`src/lpg_pkg.sv`:
```
// ----------------------------------------------------------------------------
// Line pixel generator package
// Shared constants, queue entry type and sequencer states.
// ----------------------------------------------------------------------------
`timescale 1ns / 1ps

package lpg_pkg;

  localparam int LPG_MAX_DIM     = 4096;
  localparam int LPG_FRAC_BITS   = 16;
  localparam int LPG_COORD_W     = 15;
  localparam int LPG_CFG_W       = 13;
  localparam int LPG_DIM_W       = 15;
  localparam int LPG_COLOR_W     = 32;
  localparam int LPG_ADDR_W      = 24;
  localparam int LPG_ACC_W       = 32;
  localparam int LPG_QUEUE_DEPTH = 2;
  localparam int LPG_RESET_WIDTH  = 640;
  localparam int LPG_RESET_HEIGHT = 480;

  typedef enum logic [0:0] {
    LPG_REG_CANVAS_WIDTH,
    LPG_REG_CANVAS_HEIGHT
  } lpg_reg_t;

  typedef enum logic [0:0] {
    LPG_ACT_LINE,
    LPG_ACT_TICK
  } lpg_action_t;

  typedef enum logic {
    LPG_ST_RUN,
    LPG_ST_DIV
  } lpg_state_t;

  typedef struct packed {
    lpg_action_t                    action;
    logic                           y_major;
    logic                           step_down;
    logic signed [LPG_COORD_W-1:0]  major_start;
    logic signed [LPG_COORD_W-1:0]  major_end;
    logic signed [LPG_COORD_W-1:0]  minor_start;
    logic [LPG_COORD_W-1:0]         num_mag;
    logic [LPG_COORD_W-1:0]         den_mag;
    logic                           neg;
    logic [LPG_COLOR_W-1:0]         color;
  } lpg_entry_t;

endpackage

```
`src/lpg_front.sv`:
```
// ----------------------------------------------------------------------------
// Line pixel generator front end
// Accepts input transfers and classifies line commands by major axis.
// ----------------------------------------------------------------------------
`timescale 1ns / 1ps

module lpg_front import lpg_pkg::*; (
  input  logic             clk,
  input  logic             rst,
  input  logic             s_axis_tvalid,
  output logic             s_axis_tready,
  input  logic [95:0]      s_axis_tdata,  // start_x, start_y, end_x, end_y, line_color, pad
  input  logic             s_axis_tuser,  // action
  input  logic             full,
  output logic             push,
  output lpg_entry_t       entry
);

  logic signed [LPG_COORD_W-1:0] x0, y0, x1, y1;
  logic signed [LPG_COORD_W:0]   dx, dy, dmaj, dmin;
  logic [LPG_COORD_W-1:0]        adx, ady;
  logic                          ymaj;
  logic                          busy;

  assign x0 = s_axis_tdata[14:0];
  assign y0 = s_axis_tdata[29:15];
  assign x1 = s_axis_tdata[44:30];
  assign y1 = s_axis_tdata[59:45];

  assign dx  = {x1[LPG_COORD_W-1], x1} - {x0[LPG_COORD_W-1], x0};
  assign dy  = {y1[LPG_COORD_W-1], y1} - {y0[LPG_COORD_W-1], y0};
  assign adx = dx[LPG_COORD_W] ? LPG_COORD_W'(-dx) : LPG_COORD_W'(dx);
  assign ady = dy[LPG_COORD_W] ? LPG_COORD_W'(-dy) : LPG_COORD_W'(dy);
  assign ymaj = ady > adx;
  assign dmaj = ymaj ? dy : dx;
  assign dmin = ymaj ? dx : dy;

  // hold off input until reset has been seen once
  always_ff @(posedge clk) begin
    if (rst) begin
      busy <= 1'b1;
    end else begin
      busy <= 1'b0;
    end
  end

  assign s_axis_tready = !full && !busy;
  assign push          = s_axis_tvalid && s_axis_tready;

  always_comb begin
    entry.action      = lpg_action_t'(s_axis_tuser);
    entry.y_major     = ymaj;
    entry.step_down   = dmaj[LPG_COORD_W] || (dmaj == '0);
    entry.major_start = ymaj ? y0 : x0;
    entry.major_end   = ymaj ? y1 : x1;
    entry.minor_start = ymaj ? x0 : y0;
    entry.num_mag     = ymaj ? adx : ady;
    entry.den_mag     = ymaj ? ady : adx;
    entry.neg         = dmaj[LPG_COORD_W] ^ dmin[LPG_COORD_W];
    entry.color       = s_axis_tdata[91:60];
  end

endmodule

```
`src/lpg_queue.sv`:
```
// ----------------------------------------------------------------------------
// Line pixel generator queue
// Short FIFO of classified items between front end and sequencer.
// ----------------------------------------------------------------------------
`timescale 1ns / 1ps

module lpg_queue import lpg_pkg::*; (
  input  logic       clk,
  input  logic       rst,
  input  logic       push,
  input  lpg_entry_t wr_entry,
  input  logic       pop,
  output logic       full,
  output logic       not_empty,
  output lpg_entry_t rd_entry
);

  localparam int PTR_W = $clog2(LPG_QUEUE_DEPTH);

  lpg_entry_t         slots [LPG_QUEUE_DEPTH];
  logic [PTR_W-1:0]   wr_ptr;
  logic [PTR_W-1:0]   rd_ptr;
  logic [PTR_W:0]     count;

  assign full      = count == (PTR_W+1)'(LPG_QUEUE_DEPTH);
  assign not_empty = count != '0;
  assign rd_entry  = slots[rd_ptr];

  always_ff @(posedge clk) begin
    if (push) begin
      slots[wr_ptr] <= wr_entry;
    end
  end

  always_ff @(posedge clk) begin
    if (rst) begin
      wr_ptr <= '0;
      rd_ptr <= '0;
      count  <= '0;
    end else begin
      if (push) begin
        wr_ptr <= wr_ptr + 1'b1;
      end
      if (pop) begin
        rd_ptr <= rd_ptr + 1'b1;
      end
      count <= count + (PTR_W+1)'(push) - (PTR_W+1)'(pop);
    end
  end

endmodule

```
`src/lpg_back.sv`:
```
// ----------------------------------------------------------------------------
// Line pixel generator sequencer
// Holds the active line, runs the slope divider and emits pixels.
// ----------------------------------------------------------------------------
`timescale 1ns / 1ps

module lpg_back import lpg_pkg::*; #(
  parameter int MAX_DIM   = LPG_MAX_DIM,
  parameter int FRAC_BITS = LPG_FRAC_BITS
) (
  input  logic                 clk,
  input  logic                 rst,
  input  logic                 q_valid,
  input  lpg_entry_t           q_entry,
  output logic                 pop,
  input  logic [LPG_CFG_W-1:0] canvas_width,
  input  logic [LPG_CFG_W-1:0] canvas_height,
  output logic                 m_axis_tvalid,
  input  logic                 m_axis_tready,
  output logic [87:0]          m_axis_tdata,  // pixel_x, pixel_y, pixel_address, pixel_color, pad
  output logic                 m_axis_tuser,  // visible
  output logic                 m_axis_tlast
);

  localparam int NUM_W = LPG_COORD_W + FRAC_BITS;
  localparam int CNT_W = $clog2(NUM_W);
  localparam logic [LPG_DIM_W-1:0] DIM_MAX = LPG_DIM_W'(MAX_DIM);

  lpg_state_t state, state_next;

  logic                          line_active;
  logic                          y_major;
  logic                          step_down;
  logic signed [LPG_COORD_W-1:0] major_pos;
  logic signed [LPG_COORD_W-1:0] major_end;
  logic [LPG_ACC_W-1:0]          acc;
  logic [LPG_ACC_W-1:0]          inc;
  logic [LPG_COLOR_W-1:0]        color;

  logic [LPG_COORD_W-1:0] rem;
  logic [LPG_COORD_W-1:0] den;
  logic [NUM_W-1:0]       num;
  logic [NUM_W-1:0]       quo;
  logic                   neg;
  logic [CNT_W-1:0]       cnt;

  logic [LPG_COORD_W:0]   partial;
  logic                   ge;
  logic [LPG_COORD_W:0]   diff;
  logic [NUM_W-1:0]       q_fin;
  logic [LPG_ACC_W-1:0]   q_ext;
  logic                   div_done;

  logic [LPG_COORD_W-1:0] minor, px, py;
  logic [LPG_DIM_W-1:0]   w, h;
  logic                   vis;
  logic [28:0]            prod;
  logic                   last;
  logic                   slot_free;
  logic                   is_tick;

  logic [LPG_COORD_W-1:0] ox, oy;
  logic                   ovis;
  logic [LPG_ADDR_W-1:0]  oaddr;
  logic [LPG_COLOR_W-1:0] ocolor;
  logic                   olast;

  // divider step
  assign partial  = {rem, num[NUM_W-1]};
  assign ge       = partial >= {1'b0, den};
  assign diff     = partial - {1'b0, den};
  assign q_fin    = {quo[NUM_W-2:0], ge};
  assign q_ext    = LPG_ACC_W'(q_fin);
  assign div_done = cnt == CNT_W'(NUM_W - 1);

  // pixel of the current position
  assign minor = acc[FRAC_BITS +: LPG_COORD_W];
  assign px    = y_major ? minor : major_pos;
  assign py    = y_major ? major_pos : minor;
  assign w     = ({2'b00, canvas_width}  > DIM_MAX) ? DIM_MAX : {2'b00, canvas_width};
  assign h     = ({2'b00, canvas_height} > DIM_MAX) ? DIM_MAX : {2'b00, canvas_height};
  assign vis   = !px[LPG_COORD_W-1] && !py[LPG_COORD_W-1]
                 && ({1'b0, px} < {1'b0, w}) && ({1'b0, py} < {1'b0, h});
  assign prod  = 29'(py[LPG_COORD_W-2:0]) * 29'(w) + 29'(px[LPG_COORD_W-2:0]);
  assign last  = major_pos == major_end;

  assign is_tick   = q_entry.action == LPG_ACT_TICK;
  assign slot_free = !m_axis_tvalid || m_axis_tready;

  always_comb begin
    state_next = state;
    pop        = 1'b0;
    case (state)
      LPG_ST_RUN: begin
        if (q_valid && (!is_tick || slot_free)) begin
          pop = 1'b1;
          if (!is_tick && q_entry.den_mag != '0) begin
            state_next = LPG_ST_DIV;
          end
        end
      end
      LPG_ST_DIV: begin
        if (div_done) begin
          state_next = LPG_ST_RUN;
        end
      end
      default: begin
        state_next = LPG_ST_RUN;
      end
    endcase
  end

  always_ff @(posedge clk) begin
    if (rst) begin
      state       <= LPG_ST_RUN;
      line_active <= 1'b0;
      m_axis_tvalid <= 1'b0;
    end else begin
      state <= state_next;
      if (pop && !is_tick) begin
        line_active <= 1'b1;
      end else if (pop && line_active && last) begin
        line_active <= 1'b0;
      end
      if (pop && is_tick && line_active) begin
        m_axis_tvalid <= 1'b1;
      end else if (m_axis_tready) begin
        m_axis_tvalid <= 1'b0;
      end
    end
  end

  // line state and divider
  always_ff @(posedge clk) begin
    if (rst) begin
      y_major   <= 1'b0;
      step_down <= 1'b0;
      major_pos <= '0;
      major_end <= '0;
      acc       <= '0;
      inc       <= '0;
      color     <= '0;
    end else if (pop && !is_tick) begin
      y_major   <= q_entry.y_major;
      step_down <= q_entry.step_down;
      major_pos <= q_entry.major_start;
      major_end <= q_entry.major_end;
      acc       <= ({{(LPG_ACC_W-LPG_COORD_W){q_entry.minor_start[LPG_COORD_W-1]}},
                     q_entry.minor_start} << FRAC_BITS)
                   + (LPG_ACC_W'(1) << (FRAC_BITS - 1));
      inc       <= '0;
      color     <= q_entry.color;
    end else if (state == LPG_ST_DIV && div_done) begin
      inc <= neg ? (~q_ext + LPG_ACC_W'(1)) : q_ext;
    end else if (pop && line_active && !last) begin
      if (step_down) begin
        major_pos <= major_pos - LPG_COORD_W'(1);
        acc       <= acc - inc;
      end else begin
        major_pos <= major_pos + LPG_COORD_W'(1);
        acc       <= acc + inc;
      end
    end
  end

  always_ff @(posedge clk) begin
    if (pop && !is_tick) begin
      rem <= '0;
      den <= q_entry.den_mag;
      num <= NUM_W'(q_entry.num_mag) << FRAC_BITS;
      quo <= '0;
      neg <= q_entry.neg;
      cnt <= '0;
    end else if (state == LPG_ST_DIV) begin
      rem <= ge ? diff[LPG_COORD_W-1:0] : partial[LPG_COORD_W-1:0];
      num <= num << 1;
      quo <= q_fin;
      cnt <= cnt + CNT_W'(1);
    end
  end

  // output register
  always_ff @(posedge clk) begin
    if (pop && is_tick && line_active) begin
      ox     <= px;
      oy     <= py;
      ovis   <= vis;
      oaddr  <= vis ? prod[LPG_ADDR_W-1:0] : '0;
      ocolor <= color;
      olast  <= last;
    end
  end

  assign m_axis_tdata = {2'b00, ocolor, oaddr, oy, ox};
  assign m_axis_tuser = ovis;
  assign m_axis_tlast = olast;

endmodule

```
`src/line_pixel_generator.sv`:
```
// ----------------------------------------------------------------------------
// Line pixel generator
// Fixed-point line rasterizer emitting one pixel per tick transfer of an active line.
// ----------------------------------------------------------------------------
// Input stream: tuser selects the action. A line command (tuser 0) carries
// both endpoints and a color in tdata and produces no output; it replaces any
// active line. A tick (tuser 1) emits the next pixel of the active line on the
// output stream, with visible in tuser and the final pixel marked by tlast; a
// tick with no active line produces nothing.
// Ticks sustain one per cycle while the output is not stalled and no slope
// division runs; a tick passes through the queue and its pixel through the
// output register. A line command whose major extent is nonzero occupies the
// sequencer in the bit-serial slope divider; the two-entry queue takes up to
// two more transfers while it runs, then the input stalls until the divider finishes.
// The config channel writes canvas_width (index 0) or canvas_height
// (index 1) and is always ready; write only while the block is idle.
// Reset: synchronous, clears the active line, sets a 640 x 480 canvas and
// holds the input off during reset and in the cycle after it.
// When the output stalls, the held pixel stays and ticks back up in the queue.
// ----------------------------------------------------------------------------
`timescale 1ns / 1ps

module line_pixel_generator import lpg_pkg::*; #(
  parameter int MAX_DIM   = LPG_MAX_DIM,
  parameter int FRAC_BITS = LPG_FRAC_BITS
) (
  input  logic                 clk,
  input  logic                 rst,
  input  logic                 s_axis_tvalid,
  output logic                 s_axis_tready,
  input  logic [95:0]          s_axis_tdata,  // start_x, start_y, end_x, end_y, line_color, pad
  input  logic                 s_axis_tuser,  // action
  output logic                 m_axis_tvalid,
  input  logic                 m_axis_tready,
  output logic [87:0]          m_axis_tdata,  // pixel_x, pixel_y, pixel_address, pixel_color, pad
  output logic                 m_axis_tuser,  // visible
  output logic                 m_axis_tlast,
  input  logic                 cfg_valid,
  output logic                 cfg_ready,
  input  logic [0:0]           cfg_index,
  input  logic [LPG_CFG_W-1:0] cfg_data
);

  logic [LPG_CFG_W-1:0] canvas_width;
  logic [LPG_CFG_W-1:0] canvas_height;

  logic       push;
  logic       full;
  logic       q_valid;
  logic       pop;
  lpg_entry_t wr_entry;
  lpg_entry_t rd_entry;

  assign cfg_ready = 1'b1;

  always_ff @(posedge clk) begin
    if (rst) begin
      canvas_width  <= LPG_CFG_W'(LPG_RESET_WIDTH);
      canvas_height <= LPG_CFG_W'(LPG_RESET_HEIGHT);
    end else if (cfg_valid) begin
      case (lpg_reg_t'(cfg_index))
        LPG_REG_CANVAS_WIDTH:  canvas_width  <= cfg_data;
        LPG_REG_CANVAS_HEIGHT: canvas_height <= cfg_data;
        default: begin
        end
      endcase
    end
  end

  lpg_front u_front (
    .clk           (clk),
    .rst           (rst),
    .s_axis_tvalid (s_axis_tvalid),
    .s_axis_tready (s_axis_tready),
    .s_axis_tdata  (s_axis_tdata),
    .s_axis_tuser  (s_axis_tuser),
    .full          (full),
    .push          (push),
    .entry         (wr_entry)
  );

  lpg_queue u_queue (
    .clk       (clk),
    .rst       (rst),
    .push      (push),
    .wr_entry  (wr_entry),
    .pop       (pop),
    .full      (full),
    .not_empty (q_valid),
    .rd_entry  (rd_entry)
  );

  lpg_back #(
    .MAX_DIM   (MAX_DIM),
    .FRAC_BITS (FRAC_BITS)
  ) u_back (
    .clk           (clk),
    .rst           (rst),
    .q_valid       (q_valid),
    .q_entry       (rd_entry),
    .pop           (pop),
    .canvas_width  (canvas_width),
    .canvas_height (canvas_height),
    .m_axis_tvalid (m_axis_tvalid),
    .m_axis_tready (m_axis_tready),
    .m_axis_tdata  (m_axis_tdata),
    .m_axis_tuser  (m_axis_tuser),
    .m_axis_tlast  (m_axis_tlast)
  );

endmodule

```
`config.mk`:
```
export PLATFORM = sky130hd
export DESIGN_NAME = line_pixel_generator
export DESIGN_NICKNAME = d
export VERILOG_FILES = /design/src/lpg_pkg.sv /design/src/lpg_front.sv /design/src/lpg_queue.sv /design/src/lpg_back.sv /design/src/line_pixel_generator.sv
export SDC_FILE = /design/constraint.sdc
export NUM_CORES = 2
export LEC_CHECK = 0
export BUFFER_PORTS_ARGS = -buffer_cell sky130_fd_sc_hd__buf_2
export CAP_MARGIN = 20
export CORE_UTILIZATION = 51
export DETAILED_ROUTE_END_ITERATION = 16
export MAX_ROUTING_LAYER = met4
export PLACE_DENSITY = 0.7
export SYNTH_ARGS = -nofsm -noshare
export SYNTH_HDL_FRONTEND = slang
export SYNTH_SLANG_ARGS = --single-unit
```
`constraint.sdc`:
```
create_clock -name clk -period 14.3 [get_ports clk]
set_input_delay 2.145 -clock clk [delete_from_list [all_inputs] [get_ports clk]]
set_output_delay 2.145 -clock clk [all_outputs]
set_load 0.01 [all_outputs]
```
==> impl_metrics.yaml <==
critical_path:
  slowest_stage: "buf_4"
  path_class: "in2reg"
  crit_arrival_ns: 8.50
  crit_path_end_kind: "flip-flop"
  path_buf_inv: 6
  critPathLaunchType: "input pin"
  critPathTopFamily: "simple AND/OR/NAND/NOR gates"
  slowest_delay_ns: 0.62
  crit_path_max_fanout: 68
  required_ns: 14.67
placement:
  dp_hpwl_mm: 59.3
  gp_congestion: 0.940
  place.port_buffers: 201
  dp.cells: 4410
cts:
  cts.htree.levels: 2
  clk_path_buf_depth: 3
  cts-root-buf: "clkbuf_16"
  cts_resized: 0
  cts_post_setup_buffers_inserted: 0
  clk_latency_ns: 0.65
  cts_buffers: 58
  tritoncts: "built"
  clkSinkCount: 552
  hold_buffers: 0
  clkTransAtPathRegs_ns: 0.06
grt:
  grt_pass1_wl_mm: 128
  grt_pass1_vias: 24128
  grt_use_total_pct: 24.2
  antenna_found_initial: 2
  grt_overflow: 0
  grt_max_degree: 104
sta:
  fin_tns_setup_ns: 0
  finalHoldViolations: 0
  finalSetupViolCount: 0
  tightest_slew_ns: 1.02
  max_freq_mhz: 123
  rsz0062_at_grt: "false"
  skew_ns: 0.0429
  fin_crit_ns: 8.13
  slew_viol_final: 0
  slew_headroom_pct: 31.7
  holdWs_ns: 0.429
  post-route-period-util_pct: 56.8
routing:
  drc: 0
  drt_wl_total_mm: 80.8
  postRouteAntennaNets: 0
  vias: 25320
  first_iter_violations: 1861
  vias_per_cell: 5.60
  drtPass1Iterations: 8
  wire_per_inst_um: 17.9
floorplanning:
  die_h_um: 261
  ios: 209
  die_area_sq_mm: 0.0684
  fp-row-count: 94
  dieWidth_um: 261
  start_util_pct: 51.8
  coreArea_sq_mm: 0.0662
finish:
  drive_gt1_share_pct: 10.8
  postLayoutCoreUtil_pct: 57.5
  fin_nets: 4078
  fin_cells: 4523
  layout_commonest_cell: "nand2_1"
  syn2layout_area_growth_pct: 10.9
  final_cell_mix: "nand2_1 (447), edfxtp_1 (341), inv_1 (295)"
  fillCellCount: 5693
synth:
  synth_top_flop_cell: "edfxtp_1"
  synth.largest_area_cell: "edfxtp_1"
  synthArstFlopShare_pct: 0
  synth_cell_types: 86
  yosys-top-cells-area: "edfxtp_1 (30%), dfxtp_1 (12%), fa_1 (8.5%)"
  yosysSeqAreaShare_pct: 42.1
  syn_inst: 3472
  avgSynthCellArea_sq_um: 9.89
  synth-edff-count: 341
  syn_area_sq_mm: 0.0343
  synth_top_area_share_pct: 29.8
  ys_seq_elements: 552
  synth_warnings: 0
hold_path:
  min_path_type: "reg2reg"
pwr:
  power.density_mw_per_mm2: 179
  peakVddDrop_mv: 0.142
  leakage_nw: 15.6
run_status:
  status: "completed"
run:
  maxCapViolations: 0
-- power breakdown --
part	total, W	switching [W]	internal, W
registers	0.00225	0.000169	0.00208
logic	0.00303	0.00188	0.00115
clock network	0.00154	0.000641	0.000902
total	0.00682	0.00269	0.00413
-- cell type report --
type,instances,area [sq um],share of cell area [%]
well taps,864,1080,2.84
clock inverters,20,283,0.742
clock buffers,89,1710,4.49
diodes,2,5.00,0.0131
flip-flops and latches,552,14500,38.0
repair buffers,230,1240,3.27
inverters,306,1160,3.04
multi-input cells,2460,18100,47.6
-- metal layers --
layer,up-vias,track usage (%),part of all wire [%]
li1,12449,-,-
met1,12094,32.4,45
met2,660,39.2,47
met3,117,3.26,5.6
met4,0,5.60,2.1
met5,-,-,0
-- synth_stat cells, types with 8 or more instances --
cell,n
a211o_1,8
a211oi_1,115
a21o_1,40
a21oi_1,150
a221oi_1,11
a31oi_1,35
and2_1,10
and3_1,22
buf_1,23
clkbuf_1,125
clkinv_1,9
dfxtp_1,211
edfxtp_1,341
fa_1,145
ha_1,209
inv_1,296
mux2_2,30
mux2i_1,121
nand2_1,447
nand2b_1,20
nand3_1,47
nand3b_1,12
nand4_1,23
nor2_1,289
nor2b_1,43
nor3_1,65
nor3b_1,9
nor4_1,23
o2111ai_1,8
o211ai_1,14
o21a_1,26
o21ai_0,163
o31ai_1,21
o41ai_1,9
or2_2,19
or3_1,22
or4_1,12
xnor2_1,98
xor2_1,92
-- registers in the layout, indices dropped and copies added, names as in the netlist, 2 cells and up, named ones only --
signal and count:
canvas_height 13, u_back.inc 31, u_back.acc 31, u_back.color 32, u_queue.count 2, u_back.den 15
u_back.num 15, u_back.ocolor 32, canvas_width 13, u_back.oaddr 24, u_back.oy 15, u_back.quo 30
u_back.major_end 15, u_back.rem 15, u_back.major_pos 15, u_back.cnt 5, u_queue.slots 222, u_back.ox 15
-- worst register-to-register path, stage by stage (launching register included) --
cell,delay [ns]
dfxtp_1,0.31
buf_4,0.38
mux2i_1,0.77
clkinv_1,0.67
nand2_1,0.26
fa_1,0.45
fa_1,0.49
inv_1,0.05
fa_1,0.50
fa_1,0.52
fa_1,0.55
inv_1,0.05
fa_1,0.49
inv_1,0.04
ha_1,0.32
a21oi_1,0.25
o21a_1,0.23
o21ai_0,0.15
a211o_1,0.33
a41oi_1,0.29
o21ai_0,0.16
xnor2_1,0.21
nor2_1,0.05
-- kinds of logic after synthesis --
group,count (synthesis),share of synthesized area (%)
muxes,151,4.51
AOI/OAI and AO/OA,676,12.9
DFF,552,42.1
and+or+nand+nor,1086,14.4
buffers and inverters,461,5.12
xor gates and xnor gates,190,4.85
other,2,0.0219
adders and majority gates,354,16.1
-- stage by stage --
step	area, sq um	setup WS, ns	power (W)
3_5_place_dp	36100	5.52	0.00529
6_report	38100	6.17	0.00682
3_3_place_gp	36100	5.71	0.00523
4_1_cts	38000	6.19	0.00685
5_1_grt	38100	5.66	0.00732
2_1_floorplan	34300	6.86	0.00454
-- worst paths after layout --
path / from / to / slack, ns / cells after the start
min reg2reg: u_back.color[21]$_SDFFE_PP0P_ / u_back.ocolor[21]$_DFFE_PP_ / 0.43 / 0
max: s_axis_tdata[0] / u_queue.slots[1][43]$_DFFE_PP_ / 6.17 / 26
max reg2reg: u_back.y_major$_SDFFE_PP0P_ / u_back.oaddr[23]$_SDFFCE_PN0P_ / 6.49 / 22
min: u_back.color[21]$_SDFFE_PP0P_ / u_back.ocolor[21]$_DFFE_PP_ / 0.43 / 0
(Power assumes the default switching activity.)
